**src/csort_pkg.sv**
```systemverilog
// Package for the comb sort engine: command and status types between
// controller and datapath, and the fixed constants of the gap rule.
// No dependencies.
`default_nettype none
package csort_pkg;

	localparam int VALUE_BITS = 16;
	localparam int GAP_MUL    = 10;
	localparam int GAP_DEN    = 13;
	localparam int GAP_SKIP_LO = 9;
	localparam int GAP_SKIP_HI = 10;
	localparam int GAP_ELEVEN  = 11;

	typedef struct packed {
		logic load;
		logic init_sort;
		logic begin_pass;
		logic rd_pair;
		logic write_i;
		logic write_j;
		logic idx_inc;
		logic rd_out;
		logic out_load;
	} csort_cmd_t;

	typedef struct packed {
		logic gap_gt1;
		logic swap;
		logic pair_ok;
		logic greater;
		logic out_free;
		logic out_last;
	} csort_sts_t;

endpackage
`default_nettype wire

```
**src/comb_sort_engine_unit.sv**
```systemverilog
// Channel    Dir  Bits  Payload
// s_axis     in   16+1  tdata: value[15:0]; tlast: last
// m_axis     out  16+1  tdata: sorted_value[15:0]; tlast: last_out
// cfg        in   1     data: signed_compare
// Loading accepts one request per cycle; a request beyond MAX_ITEMS is dropped.
// Sorting: a start step, then a pass start and an end-of-pass test per pass;
// each pair is read and compared; a swap writes both, through one write port.
// Output: each result is read from memory, then loaded into the output register.
// A result waiting in the output register stalls only the output sequencer.
// Reset clears count, gap and mode, sets the swap flag; element memory is not reset.
// Depends on csort_pkg, csort_ctrl and csort_dp.
`default_nettype none
module comb_sort_engine_unit import csort_pkg::*; #(
	parameter int MAX_ITEMS    = 64,
	parameter int ELEMENT_BITS = 16
) (
	input  wire logic                  clk,
	input  wire logic                  arst_n,
	input  wire logic                  s_axis_tvalid,
	output logic                       s_axis_tready,
	input  wire logic [VALUE_BITS-1:0] s_axis_tdata,  // value[15:0]
	input  wire logic                  s_axis_tlast,
	output logic                       m_axis_tvalid,
	input  wire logic                  m_axis_tready,
	output logic [VALUE_BITS-1:0]      m_axis_tdata,  // sorted_value[15:0]
	output logic                       m_axis_tlast,
	input  wire logic                  cfg_valid,
	output logic                       cfg_ready,
	input  wire logic                  cfg_data
);

	csort_cmd_t cmd;
	csort_sts_t sts;

	assign cfg_ready = 1'b1;

	csort_ctrl u_ctrl (
		.clk      (clk),
		.arst_n   (arst_n),
		.in_valid (s_axis_tvalid),
		.in_last  (s_axis_tlast),
		.in_ready (s_axis_tready),
		.sts      (sts),
		.cmd      (cmd)
	);

	csort_dp #(
		.MAX_ITEMS    (MAX_ITEMS),
		.ELEMENT_BITS (ELEMENT_BITS)
	) u_dp (
		.clk       (clk),
		.arst_n    (arst_n),
		.cmd       (cmd),
		.sts       (sts),
		.in_value  (s_axis_tdata),
		.cfg_we    (cfg_valid),
		.cfg_bit   (cfg_data),
		.out_ready (m_axis_tready),
		.out_valid (m_axis_tvalid),
		.out_value (m_axis_tdata),
		.out_last  (m_axis_tlast)
	);

endmodule
`default_nettype wire

```
**src/csort_dp.sv**
```systemverilog
// Datapath of the comb sort engine: element memory, count, gap, pass index,
// compare-swap logic and the output register. Depends on csort_pkg.
`default_nettype none
module csort_dp import csort_pkg::*; #(
	parameter int MAX_ITEMS    = 64,
	parameter int ELEMENT_BITS = 16
) (
	input  wire logic                  clk,
	input  wire logic                  arst_n,
	input  wire csort_cmd_t            cmd,
	output csort_sts_t                 sts,
	input  wire logic [VALUE_BITS-1:0] in_value,
	input  wire logic                  cfg_we,
	input  wire logic                  cfg_bit,
	input  wire logic                  out_ready,
	output logic                       out_valid,
	output logic [VALUE_BITS-1:0]      out_value,
	output logic                       out_last
);

	localparam int CW    = $clog2(MAX_ITEMS + 1);
	localparam int AW    = (MAX_ITEMS > 1) ? $clog2(MAX_ITEMS) : 1;
	localparam int EW    = ELEMENT_BITS;
	localparam int YW    = CW + 4;
	localparam int SH    = YW + 4;
	localparam int RW    = SH - 3;
	localparam int RECIP = ((2 ** SH) + GAP_DEN - 1) / GAP_DEN;
	localparam logic [RW-1:0] RECIP_V = RW'(RECIP);

	logic [EW-1:0] mem [MAX_ITEMS];

	logic [CW-1:0] cnt_q;
	logic [CW-1:0] gap_q;
	logic          swap_q;
	logic          signed_q;
	logic [AW-1:0] idx_q;
	logic [AW-1:0] oidx_q;
	logic [EW-1:0] rd_a_q;
	logic [EW-1:0] rd_b_q;
	logic          out_valid_q;
	logic [EW-1:0] out_value_q;
	logic          out_last_q;

	logic [CW:0]      pair_sum;
	logic [AW-1:0]    addr_j;
	logic [AW-1:0]    addr_a;
	logic [AW-1:0]    wr_addr;
	logic [EW-1:0]    wr_data;
	logic             wr_en;
	logic [EW-1:0]    key_a;
	logic [EW-1:0]    key_b;
	logic [EW-1:0]    sign_flip;
	logic [YW-1:0]    gap_x10;
	logic [YW+RW-1:0] gap_prod;
	logic [YW-1:0]    gap_div;
	logic [YW-1:0]    gap_rule;
	logic             room;

	assign pair_sum  = (CW+1)'(idx_q) + (CW+1)'(gap_q);
	assign addr_j    = pair_sum[AW-1:0];
	assign addr_a    = cmd.rd_out ? oidx_q : idx_q;
	assign room      = cnt_q < CW'(MAX_ITEMS);
	assign sign_flip = {signed_q, {(EW-1){1'b0}}};
	assign key_a     = rd_a_q ^ sign_flip;
	assign key_b     = rd_b_q ^ sign_flip;

	assign gap_x10  = YW'(gap_q) * YW'(GAP_MUL);
	assign gap_prod = (YW+RW)'(gap_x10) * (YW+RW)'(RECIP_V);
	assign gap_div  = YW'(gap_prod[SH +: CW]);
	assign gap_rule = (gap_div == YW'(GAP_SKIP_LO) || gap_div == YW'(GAP_SKIP_HI))
		? YW'(GAP_ELEVEN) : gap_div;

	always_comb begin
		wr_en   = 1'b0;
		wr_addr = idx_q;
		wr_data = rd_b_q;
		if (cmd.load && room) begin
			wr_en   = 1'b1;
			wr_addr = cnt_q[AW-1:0];
			wr_data = EW'(in_value);
		end else if (cmd.write_i) begin
			wr_en   = 1'b1;
			wr_addr = idx_q;
			wr_data = rd_b_q;
		end else if (cmd.write_j) begin
			wr_en   = 1'b1;
			wr_addr = addr_j;
			wr_data = rd_a_q;
		end
	end

	always_ff @(posedge clk) begin
		if (wr_en) begin
			mem[wr_addr] <= wr_data;
		end
		if (cmd.rd_pair || cmd.rd_out) begin
			rd_a_q <= mem[addr_a];
		end
		if (cmd.rd_pair) begin
			rd_b_q <= mem[addr_j];
		end
		if (cmd.out_load) begin
			out_value_q <= rd_a_q;
			out_last_q  <= sts.out_last;
		end
	end

	always_ff @(posedge clk or negedge arst_n) begin
		if (!arst_n) begin
			cnt_q       <= '0;
			gap_q       <= '0;
			swap_q      <= 1'b1;
			signed_q    <= 1'b0;
			idx_q       <= '0;
			oidx_q      <= '0;
			out_valid_q <= 1'b0;
		end else begin
			if (cfg_we) begin
				signed_q <= cfg_bit;
			end
			if (cmd.load && room) begin
				cnt_q <= cnt_q + CW'(1);
			end
			if (cmd.init_sort) begin
				gap_q  <= cnt_q;
				swap_q <= 1'b1;
				oidx_q <= '0;
			end
			if (cmd.begin_pass) begin
				if (gap_q > CW'(1)) begin
					gap_q <= CW'(gap_rule);
				end
				swap_q <= 1'b0;
				idx_q  <= '0;
			end
			if (cmd.write_i) begin
				swap_q <= 1'b1;
			end
			if (cmd.idx_inc) begin
				idx_q <= idx_q + AW'(1);
			end
			if (cmd.out_load) begin
				out_valid_q <= 1'b1;
				oidx_q      <= oidx_q + AW'(1);
				if (sts.out_last) begin
					cnt_q <= '0;
				end
			end else if (out_ready) begin
				out_valid_q <= 1'b0;
			end
		end
	end

	assign sts.gap_gt1  = gap_q > CW'(1);
	assign sts.swap     = swap_q;
	assign sts.pair_ok  = pair_sum < (CW+1)'(cnt_q);
	assign sts.greater  = key_a > key_b;
	assign sts.out_free = !out_valid_q || out_ready;
	assign sts.out_last = CW'(oidx_q) == (cnt_q - CW'(1));

	assign out_valid = out_valid_q;
	assign out_value = VALUE_BITS'(out_value_q);
	assign out_last  = out_last_q;

	assert property (@(posedge clk) disable iff (!arst_n) cnt_q <= CW'(MAX_ITEMS))
		else $error("element count beyond capacity");
	assert property (@(posedge clk) disable iff (!arst_n) cmd.write_i |-> sts.greater)
		else $error("swap issued on an ordered pair");
	assert property (@(posedge clk) disable iff (!arst_n) cmd.rd_pair |-> sts.pair_ok)
		else $error("pair read past the list end");
	assert property (@(posedge clk) disable iff (!arst_n)
		cmd.out_load && sts.out_last |=> cnt_q == '0)
		else $error("count not cleared after final result");
	assert property (@(posedge clk) disable iff (!arst_n)
		cmd.begin_pass |=> !swap_q && gap_q != '0)
		else $error("pass started with bad gap or swap flag");

endmodule
`default_nettype wire

```
**src/csort_ctrl.sv**
```systemverilog
// Controller of the comb sort engine: load, pass, compare-swap and output
// sequencing. Depends on csort_pkg; drives csort_dp through commands.
`default_nettype none
module csort_ctrl import csort_pkg::*; (
	input  wire logic       clk,
	input  wire logic       arst_n,
	input  wire logic       in_valid,
	input  wire logic       in_last,
	output logic            in_ready,
	input  wire csort_sts_t sts,
	output csort_cmd_t      cmd
);

	localparam logic [2:0] ST_LOAD  = 3'd0;
	localparam logic [2:0] ST_START = 3'd1;
	localparam logic [2:0] ST_CHECK = 3'd2;
	localparam logic [2:0] ST_TEST  = 3'd3;
	localparam logic [2:0] ST_CMP   = 3'd4;
	localparam logic [2:0] ST_WRJ   = 3'd5;
	localparam logic [2:0] ST_ORD   = 3'd6;
	localparam logic [2:0] ST_OPUT  = 3'd7;

	logic [2:0] state_q;
	logic [2:0] state_d;

	always_comb begin
		state_d  = state_q;
		cmd      = '0;
		in_ready = 1'b0;
		unique case (state_q)
			ST_LOAD: begin
				in_ready = 1'b1;
				cmd.load = in_valid;
				if (in_valid && in_last) begin
					state_d = ST_START;
				end
			end
			ST_START: begin
				cmd.init_sort = 1'b1;
				state_d       = ST_CHECK;
			end
			ST_CHECK: begin
				if (sts.gap_gt1 || sts.swap) begin
					cmd.begin_pass = 1'b1;
					state_d        = ST_TEST;
				end else begin
					state_d = ST_ORD;
				end
			end
			ST_TEST: begin
				if (sts.pair_ok) begin
					cmd.rd_pair = 1'b1;
					state_d     = ST_CMP;
				end else begin
					state_d = ST_CHECK;
				end
			end
			ST_CMP: begin
				if (sts.greater) begin
					cmd.write_i = 1'b1;
					state_d     = ST_WRJ;
				end else begin
					cmd.idx_inc = 1'b1;
					state_d     = ST_TEST;
				end
			end
			ST_WRJ: begin
				cmd.write_j = 1'b1;
				cmd.idx_inc = 1'b1;
				state_d     = ST_TEST;
			end
			ST_ORD: begin
				cmd.rd_out = 1'b1;
				state_d    = ST_OPUT;
			end
			ST_OPUT: begin
				if (sts.out_free) begin
					cmd.out_load = 1'b1;
					state_d      = sts.out_last ? ST_LOAD : ST_ORD;
				end
			end
			default: begin
				state_d = ST_LOAD;
			end
		endcase
	end

	always_ff @(posedge clk or negedge arst_n) begin
		if (!arst_n) begin
			state_q <= ST_LOAD;
		end else begin
			state_q <= state_d;
		end
	end

	assert property (@(posedge clk) disable iff (!arst_n) cmd.write_i |=> cmd.write_j)
		else $error("swap left half done");
	assert property (@(posedge clk) disable iff (!arst_n) cmd.rd_out |=> state_q == ST_OPUT)
		else $error("output read not followed by output load state");
	assert property (@(posedge clk) disable iff (!arst_n)
		in_valid && in_ready && in_last |=> cmd.init_sort)
		else $error("closing request did not start the sort");

endmodule
`default_nettype wire

```
**config.mk**
```make
export PLATFORM = sky130hd
export DESIGN_NAME = comb_sort_engine_unit
export DESIGN_NICKNAME = d
export VERILOG_FILES = /design/src/csort_pkg.sv /design/src/comb_sort_engine_unit.sv /design/src/csort_dp.sv /design/src/csort_ctrl.sv
export SDC_FILE = /design/constraint.sdc
export NUM_CORES = 2
export LEC_CHECK = 0
export BUFFER_PORTS_ARGS = -buffer_cell sky130_fd_sc_hd__buf_2
export CAP_MARGIN = 20
export CORE_MARGIN = 2
export CORE_UTILIZATION = 30
export CTS_BUF_LIST = sky130_fd_sc_hd__clkbuf_2
export CTS_CLUSTER_DIAMETER = 150
export DETAILED_ROUTE_END_ITERATION = 12
export SLEW_MARGIN = 20
export SYNTH_ARGS = -nofsm -noshare
export SYNTH_HDL_FRONTEND = slang
export SYNTH_SLANG_ARGS = --single-unit
```
**constraint.sdc**
```tcl
create_clock -name clk -period 8.4 [get_ports clk]
set_input_delay 0.42 -clock clk [delete_from_list [all_inputs] [get_ports clk]]
set_output_delay 0.42 -clock clk [all_outputs]
set_load 0.005 [all_outputs]
```
## Yosys cells after proc, flatten, opt, wreduce, memory -nomap -nowiden

Memories as Yosys holds them, arrays and structs flattened. A register that Yosys moved wholly into a read port is not among the register bits.
Cells that the tools add are included.

- Add/subtract/negate cells: 5
- Multipliers: 2
- Order comparisons: 4
- Equality and inequality tests: 12
- Multiplexer cells: 50
- Bitwise logic cells: 2
- Reduce and logical (&&, ||, !) cells: 13

Operators with widths:

| cell | count |
|---|---|
| 2-to-1 mux 7 bit | 7 |
| 2-to-1 mux 16 bit | 3 |
| 2-to-1 mux 6 bit | 8 |
| bitwise XOR 16 bit | 2 |
| 2-to-1 mux 1 bit | 24 |
| case mux 3 bit (8 select lines) | 1 |
| multiplier 10 x 12 -> 21 bit (second input constant) | 1 |
| 2-to-1 mux 3 bit | 6 |
| greater-than comparator 16 bit | 1 |
| == test 7 x 4 -> 1 bit (second input constant) | 2 |
| adder 6 x 1 -> 6 bit (second input constant) | 2 |
| == test 3 bit (second input constant) | 4 |
| multiplier 7 x 3 -> 10 bit (second input constant) | 1 |
| adder 6 x 7 -> 8 bit | 1 |
| less-than comparator 8 x 7 -> 1 bit | 1 |
| adder 7 x 1 -> 7 bit (second input constant) | 1 |
| == test 6 x 7 -> 1 bit | 1 |
| greater-than comparator 7 x 1 -> 1 bit (second input constant) | 1 |
| less-than comparator 7 bit (second input constant) | 1 |
| subtractor 7 x 1 -> 7 bit (second input constant) | 1 |
| == test 3 x 2 -> 1 bit (second input constant) | 2 |
| nonzero test 2 bit | 3 |
| logical OR 1 bit | 4 |
| == test 3 x 1 -> 1 bit (second input constant) | 1 |
| 8 further kinds | 9 |

- Register bits after elaboration: 49
- Bits in writable memories: 1024
- Input port bits: 23
- Output and inout port bits: 20
- Logic and storage cells: 99
- Memories: 1

Memories:

| memory | words | bits a word | rd ports | clocked after Yosys merged registers in | write ports | RTL line | source |
|---|---|---|---|---|---|---|---|
| u_dp.mem | 64 | 16 | 2 | 2 | 1 | csort_dp.sv:30 | `logic [EW-1:0] mem [MAX_ITEMS];` |

## Logic depth before layout (Yosys ltp)

- Depth after elaboration: 8
- Depth in mapped cells: 25
- Mapped depth without buffers: 25

## By module

From an unflattened synthesis, not the netlist that was laid out.

- Cells, all modules: 3077
- Area, all modules: 54501.0 um^2

By module, submodules not included:

| module | instances | cells an instance | area an instance (um^2) | seq. area each (um^2) |
|---|---|---|---|---|
| csort_dp | 1 | 3041 | 54183.2 | 32947.8 |
| csort_ctrl | 1 | 34 | 306.5 | 75.1 |
| comb_sort_engine_unit | 1 | 2 | 11.3 | 0.0 |

## Worst setup path before layout

Ideal clock, no wire load.

- Path kind: reg-to-reg
- Start point: register u_dp.gap_q[1]
- End point: register u_dp.gap_q[0]
- Library setup time: 96 ps
- Data arrival time: 5730 ps
- Required time: 8304 ps
- Slack: 2575 ps
- Stages on the path, launching flop included: 23
- Buffers on the path: 0
- Period minus slack after synthesis: 5825 ps
- Path through: dfrtp_1 ha_1 ha_1 inv_1 fa_1 nor2b_1 o21a_1 nor2_1 xnor2_1 ha_1 inv_1 fa_1 fa_1 inv_1 fa_1 ha_1 ha_1 a21oi_1 o21ai_0 a221oi_1 nand3b_1 o31a_1 o31ai_1

- Word-level cells in the longest chain between the ends: 7
- Elaborated cells on any way between the ends: 12
- Those cells by class: mul (2); order compare (1); eq/ne (2); mux (5); reduce/logical (2)

RTL lines:

| item | RTL line | source |
|---|---|---|
| from (decl) | csort_dp.sv:33 | `logic [CW-1:0] gap_q;` |
| from (signal assigned) | csort_dp.sv:125 | `gap_q <= cnt_q;` |
| from (signal assigned) | csort_dp.sv:131 | `gap_q <= CW'(gap_rule);` |
| multiplier 7 x 3 -> 10 bit | csort_dp.sv:67 | `assign gap_x10 = YW'(gap_q) * YW'(GAP_MUL);` |
| multiplier 10 x 12 -> 21 bit | csort_dp.sv:68 | `assign gap_prod = (YW+RW)'(gap_x10) * (YW+RW)'(RECIP_V);` |
| == test 7 x 4 -> 1 bit | csort_dp.sv:70 | `assign gap_rule = (gap_div == YW'(GAP_SKIP_LO) \|\| gap_div == YW'(GAP_SKIP_HI))` |
| logical OR 1 bit | csort_dp.sv:70 |  |
| 2-to-1 mux 7 bit | csort_dp.sv:71 | `? YW'(GAP_ELEVEN) : gap_div;` |
| 2-to-1 mux 7 bit | csort_dp.sv:130 | `if (gap_q > CW'(1)) begin` |
| 2-to-1 mux 7 bit (*) | csort_dp.sv:129 | `if (cmd.begin_pass) begin` |

Mark *: on every way between the ends. The rest lies on a longest branch, timed or not.
A chain may end at the register's enable or synchronous reset.

## Final worst setup path

- Start point: register u_dp.gap_q[1]
- End point: register u_dp.gap_q[1]

The elaborated chain is that of the path after synthesis.

==> run_results.csv <==
group,metric,value,unit
worst_setup_path,critPathLaunchType,"flip-flop",
yosys,synthesis.instances,2858,
timing,maxSlewViolCount,0,
power,vdd_ir_drop_max,328.6,uV
placed_design,globalplace.congestion,0.8676,
clocking,cts_root_buf,"sky130_fd_sc_hd__clkbuf_2",
grt,grt_first_pass_wirelength,245100,um
die,placementRows,155,
timing,min_period_over_period,0.8054,
clocking,htreeDepth,5,
timing,rsz_0062_raised_after_global_routing,"false",
yosys,synth_seq_area_share,0.6133,
grt,antenna_found_initial,7,
worst_setup_path,r2r_worst_path_depth,22,
worst_setup_path,worst-endpoint-required,9.84,ns
detailed_routing,route.final.wire_length,173600,um
yosys,synth_area_per_cell,18.84,um2
timing,highest_clock_rate,147.8,MHz
detailed_routing,dr_total_vias,32740,
final_layout,fin_nets,3321,
clocking,path_clk_slew,0.10,ns
detailed_routing,drt_drc,0,
yosys,synth_nets,3017,
detailed_routing,starting_drt_drc_count,4359,
timing,hold_viol,0,
yosys,async_flop_share,0.02896,
run_status,status,"completed",
die,starting_density_of_the_core,0.3018,
worst_setup_path,timing.critical_path.arrival,8.21,ns
yosys,synth.largest_area_cell,"sky130_fd_sc_hd__edfxtp_1",
final_layout,area.sequential,33020,um2
clocking,tritoncts_num_sinks,1105,
final_layout,drive_gt1_frac,0.3877,
yosys,netlist_area,53850,um2
placed_design,dpl.hpwl,108100,um
yosys,synth_edf_count,1073,
detailed_routing,final_antenna_net_count,0,
yosys,synth.yosys.warnings,0,
worst_setup_path,worstSetupPathType,"reg2reg",
grt,grt.overflow.total,0,
final_layout,fillerInstances,16954,
timing,report.final.setup_viol,0,
hold_path,min-delay-path-class,"in2reg",
yosys,post_synth_num_cell_types,68,
final_layout,area_delta_synth_final,12.46,%
clocking,cts_tree,"built",
power,powerDensity,358.8,nW/um2
timing,worst_clock_skew,0.2039,ns
detailed_routing,drt_via_density,5.758,
detailed_routing,wl_per_cell,30.53,um
clocking,tritoncts.num_buffers,296,
hold_path,hold-path-cell-count,5,
die,dieWidth,427.7,um
die,coreArea,178400,um2
clocking,cts_resized,0,
yosys,ys_ff_latch,1105,
timing,slew-limit-headroom,0.2506,
timing,fin_tns_setup,0,ns
power,static-leakage-power,0.01938,uW
timing,timing.final.crit_period,6.765,ns
die,die_height,427.7,um
die,top_level_ports,43,
yosys,synth_top_area_share,0.5984,
die,die_area,182900,um2
placed_design,port_buffers,41,
timing,worst-slew-pin-transition,1.122,ns
detailed_routing,drtPass1Iterations,5,
placed_design,postPlaceCellArea,57920,um2
job,max-cap-violations,0,
clocking,post-cts-setup-buffers,0,
final_layout,area_taken_by_multi_input_logic_gates,20400,um2
worst_setup_path,rrSetupSlack,1.63,ns
clocking,clk_path_buf_depth,4,
yosys,synth_area_leaders,"sky130_fd_sc_hd__edfxtp_1 60%, sky130_fd_sc_hd__mux4_2 24%, sky130_fd_sc_hd__ha_1 2.4%, sky130_fd_sc_hd__dfrtp_1 1.4%, sky130_fd_sc_hd__a22oi_1 1.3%",
yosys,synth_top_flop_cell,"sky130_fd_sc_hd__edfxtp_1",
worst_setup_path,timing.critical_path.fanout_max,10,
clocking,worstSkewPairLatency,1.63,ns
grt,grt_pass1_vias,32653,
grt,grt_max_degree,111,
worst_setup_path,critical_path.endpoint_type,"flip-flop",
final_layout,final_area,60560,um2
grt,grt.total_usage,0.1882,
==> power breakdown <==
part	switching, uW	internal, uW
logic	6270	4480
clock network	2190	1330
registers	227	7230
==> timing repair <==
| action | 4_1_cts | 5_1_grt |
|---|---|---|
| setup endpoints to repair | 0 | 0 |
| hold buffers | 31 | 0 |
| hold endpoints to repair | 1072 | 0 |
==> worst max-delay path, cell delays in order (launching register included) <==
cell and delay, ns:
sky130_fd_sc_hd__dfrtp_1 0.59, sky130_fd_sc_hd__ha_1 0.40, sky130_fd_sc_hd__ha_1 0.16, sky130_fd_sc_hd__inv_1 0.06
sky130_fd_sc_hd__fa_1 0.46, sky130_fd_sc_hd__nor2b_1 0.17, sky130_fd_sc_hd__o21a_1 0.13, sky130_fd_sc_hd__nor2_1 0.06
sky130_fd_sc_hd__xnor2_1 0.57, sky130_fd_sc_hd__ha_1 0.26, sky130_fd_sc_hd__inv_1 0.06, sky130_fd_sc_hd__fa_1 0.50
sky130_fd_sc_hd__fa_1 0.49, sky130_fd_sc_hd__inv_1 0.05, sky130_fd_sc_hd__fa_1 0.45, sky130_fd_sc_hd__ha_1 0.29
sky130_fd_sc_hd__ha_1 0.35, sky130_fd_sc_hd__a21oi_1 0.16, sky130_fd_sc_hd__o21ai_0 0.20, sky130_fd_sc_hd__a221oi_1 0.46
sky130_fd_sc_hd__nand3b_1 0.24, sky130_fd_sc_hd__o31a_1 0.34, sky130_fd_sc_hd__o31ai_1 0.23
==> through the flow <==
| stage | cells | util | hold WS (ns) | setup WS, ns | total power (uW) |
|---|---|---|---|---|---|
| 2_1_floorplan | 2858 | - | 0.1244 | 2.575 | 14700 |
| 3_3_place_gp | 5188 | 0.3246 | 0.5194 | 1.693 | 18280 |
| 3_5_place_dp | 5188 | 0.3246 | 0.5019 | 1.683 | 18310 |
| 4_1_cts | 5680 | 0.3393 | 0.1239 | 1.635 | 21830 |
| 5_1_grt | 5686 | 0.3394 | 0.2305 | 1.154 | 22700 |
| 6_report | 5686 | 0.3394 | 0.2905 | 1.635 | 21730 |
==> cells in the final DEF (no fill, tap or decap), types with 10 or more instances in the layout <==
| cell | n |
|---|---|
| sky130_fd_sc_hd__mux2_2 | 19 |
| sky130_fd_sc_hd__nand4_1 | 32 |
| sky130_fd_sc_hd__o22ai_1 | 17 |
| sky130_fd_sc_hd__mux4_2 | 566 |
| sky130_fd_sc_hd__nor4_2 | 28 |
| sky130_fd_sc_hd__a21oi_4 | 14 |
| sky130_fd_sc_hd__o21ai_0 | 42 |
| sky130_fd_sc_hd__ha_1 | 104 |
| sky130_fd_sc_hd__edfxtp_1 | 1073 |
| sky130_fd_sc_hd__nor3_1 | 10 |
| sky130_fd_sc_hd__mux2i_1 | 32 |
| sky130_fd_sc_hd__nand2_1 | 107 |
| sky130_fd_sc_hd__dfrtp_1 | 31 |
| sky130_fd_sc_hd__nor2_1 | 46 |
| sky130_fd_sc_hd__a21o_1 | 14 |
| sky130_fd_sc_hd__fa_1 | 30 |
| sky130_fd_sc_hd__a21oi_1 | 25 |
| sky130_fd_sc_hd__buf_2 | 41 |
| sky130_fd_sc_hd__nor3_2 | 33 |
| sky130_fd_sc_hd__nand3_1 | 42 |
| sky130_fd_sc_hd__a22o_1 | 16 |
| sky130_fd_sc_hd__clkinv_1 | 44 |
| sky130_fd_sc_hd__inv_1 | 82 |
| sky130_fd_sc_hd__dlygate4sd3_1 | 30 |
| sky130_fd_sc_hd__and4_1 | 15 |
| sky130_fd_sc_hd__nor2b_1 | 11 |
| sky130_fd_sc_hd__a22oi_1 | 93 |
| sky130_fd_sc_hd__a221oi_1 | 20 |
| sky130_fd_sc_hd__clkbuf_2 | 403 |
| sky130_fd_sc_hd__buf_4 | 122 |
| sky130_fd_sc_hd__xnor2_1 | 27 |
==> logic make-up after synthesis <==
logic type / count (synthesis) / share of synthesized area
adders and majority gates: 136 / 0.03592
DFF: 1105 / 0.6133
other: 1 / 0.00006964
AOI/OAI and AO/OA: 297 / 0.03834
xor gates and xnor gates: 38 / 0.006181
buffers and inverters: 277 / 0.02194
muxes: 622 / 0.2478
and+or+nand+nor: 382 / 0.03648
==> final cells by class <==
class                   instances  share of cell area
flip-flops and latches       1105              0.5453
multi-input cells            1476              0.3369
well taps                    2355             0.04866
clock buffers                 403             0.03331
repair buffers                200             0.02579
inverters                      83            0.005145
clock inverters                58            0.004628
diodes                          6           0.0002479
==> path summary, 6_finish.rpt <==
check	from	endpoint
max reg2reg	u_dp.gap_q[1]$_DFF_PN0_	u_dp.gap_q[1]$_DFF_PN0_
min reg2reg	u_dp.rd_a_q[1]$_DFFE_PP_	u_dp.out_value[1]$_DFFE_PP_
min	m_axis_tready	u_dp.out_valid$_DFFE_PN0P_
max	u_dp.gap_q[1]$_DFF_PN0_	u_dp.gap_q[1]$_DFF_PN0_
min in group asynchronous	arst_n	u_dp.cnt_q[6]$_DFF_PN0_
max in group asynchronous	arst_n	u_dp.gap_q[1]$_DFF_PN0_
==> sequential cells by signal (all words and copies together), names as in the netlist <==
| name | count |
|---|---|
| u_dp.out_valid | 1 |
| u_dp.swap_q | 1 |
| u_dp.rd_a_q | 16 |
| u_dp.signed_q | 1 |
| u_dp.cnt_q | 7 |
| u_dp.out_last | 1 |
| u_dp.idx_q | 6 |
| u_dp.gap_q | 7 |
| u_ctrl.state_q | 3 |
| u_dp.out_value | 16 |
| u_dp.oidx_q | 6 |
| u_dp.mem | 1024 |
| u_dp.rd_b_q | 16 |
==> metal layers <==
metal  global-route usage  routed length [um]  vias to the layer above
met5                    0                  38                        -
met4              0.08743                7540                        6
met3              0.04238               17370                      338
met2               0.2951               82190                     2086
met1               0.2490               66440                    17337
li1                     -                   -                    12973
==> cells in the mapped netlist, types with 16 or more instances <==
master and count:
sky130_fd_sc_hd__a21oi_1 40, sky130_fd_sc_hd__buf_1 37, sky130_fd_sc_hd__o22ai_1 17, sky130_fd_sc_hd__mux2_2 20, sky130_fd_sc_hd__ha_1 105, sky130_fd_sc_hd__clkbuf_1 88
sky130_fd_sc_hd__dfrtp_1 31, sky130_fd_sc_hd__mux2i_1 34, sky130_fd_sc_hd__a22oi_1 93, sky130_fd_sc_hd__mux4_2 566, sky130_fd_sc_hd__nor3_1 45, sky130_fd_sc_hd__buf_2 56
sky130_fd_sc_hd__nand3_1 42, sky130_fd_sc_hd__nor4_1 29, sky130_fd_sc_hd__nand2_1 107, sky130_fd_sc_hd__fa_1 31, sky130_fd_sc_hd__o21ai_0 44, sky130_fd_sc_hd__a22o_1 16
sky130_fd_sc_hd__xnor2_1 29, sky130_fd_sc_hd__a221oi_1 20, sky130_fd_sc_hd__edfxtp_1 1073, sky130_fd_sc_hd__nand4_1 32, sky130_fd_sc_hd__inv_1 82, sky130_fd_sc_hd__nor2_1 55
Note: power is estimated with default switching activity, not from simulation.
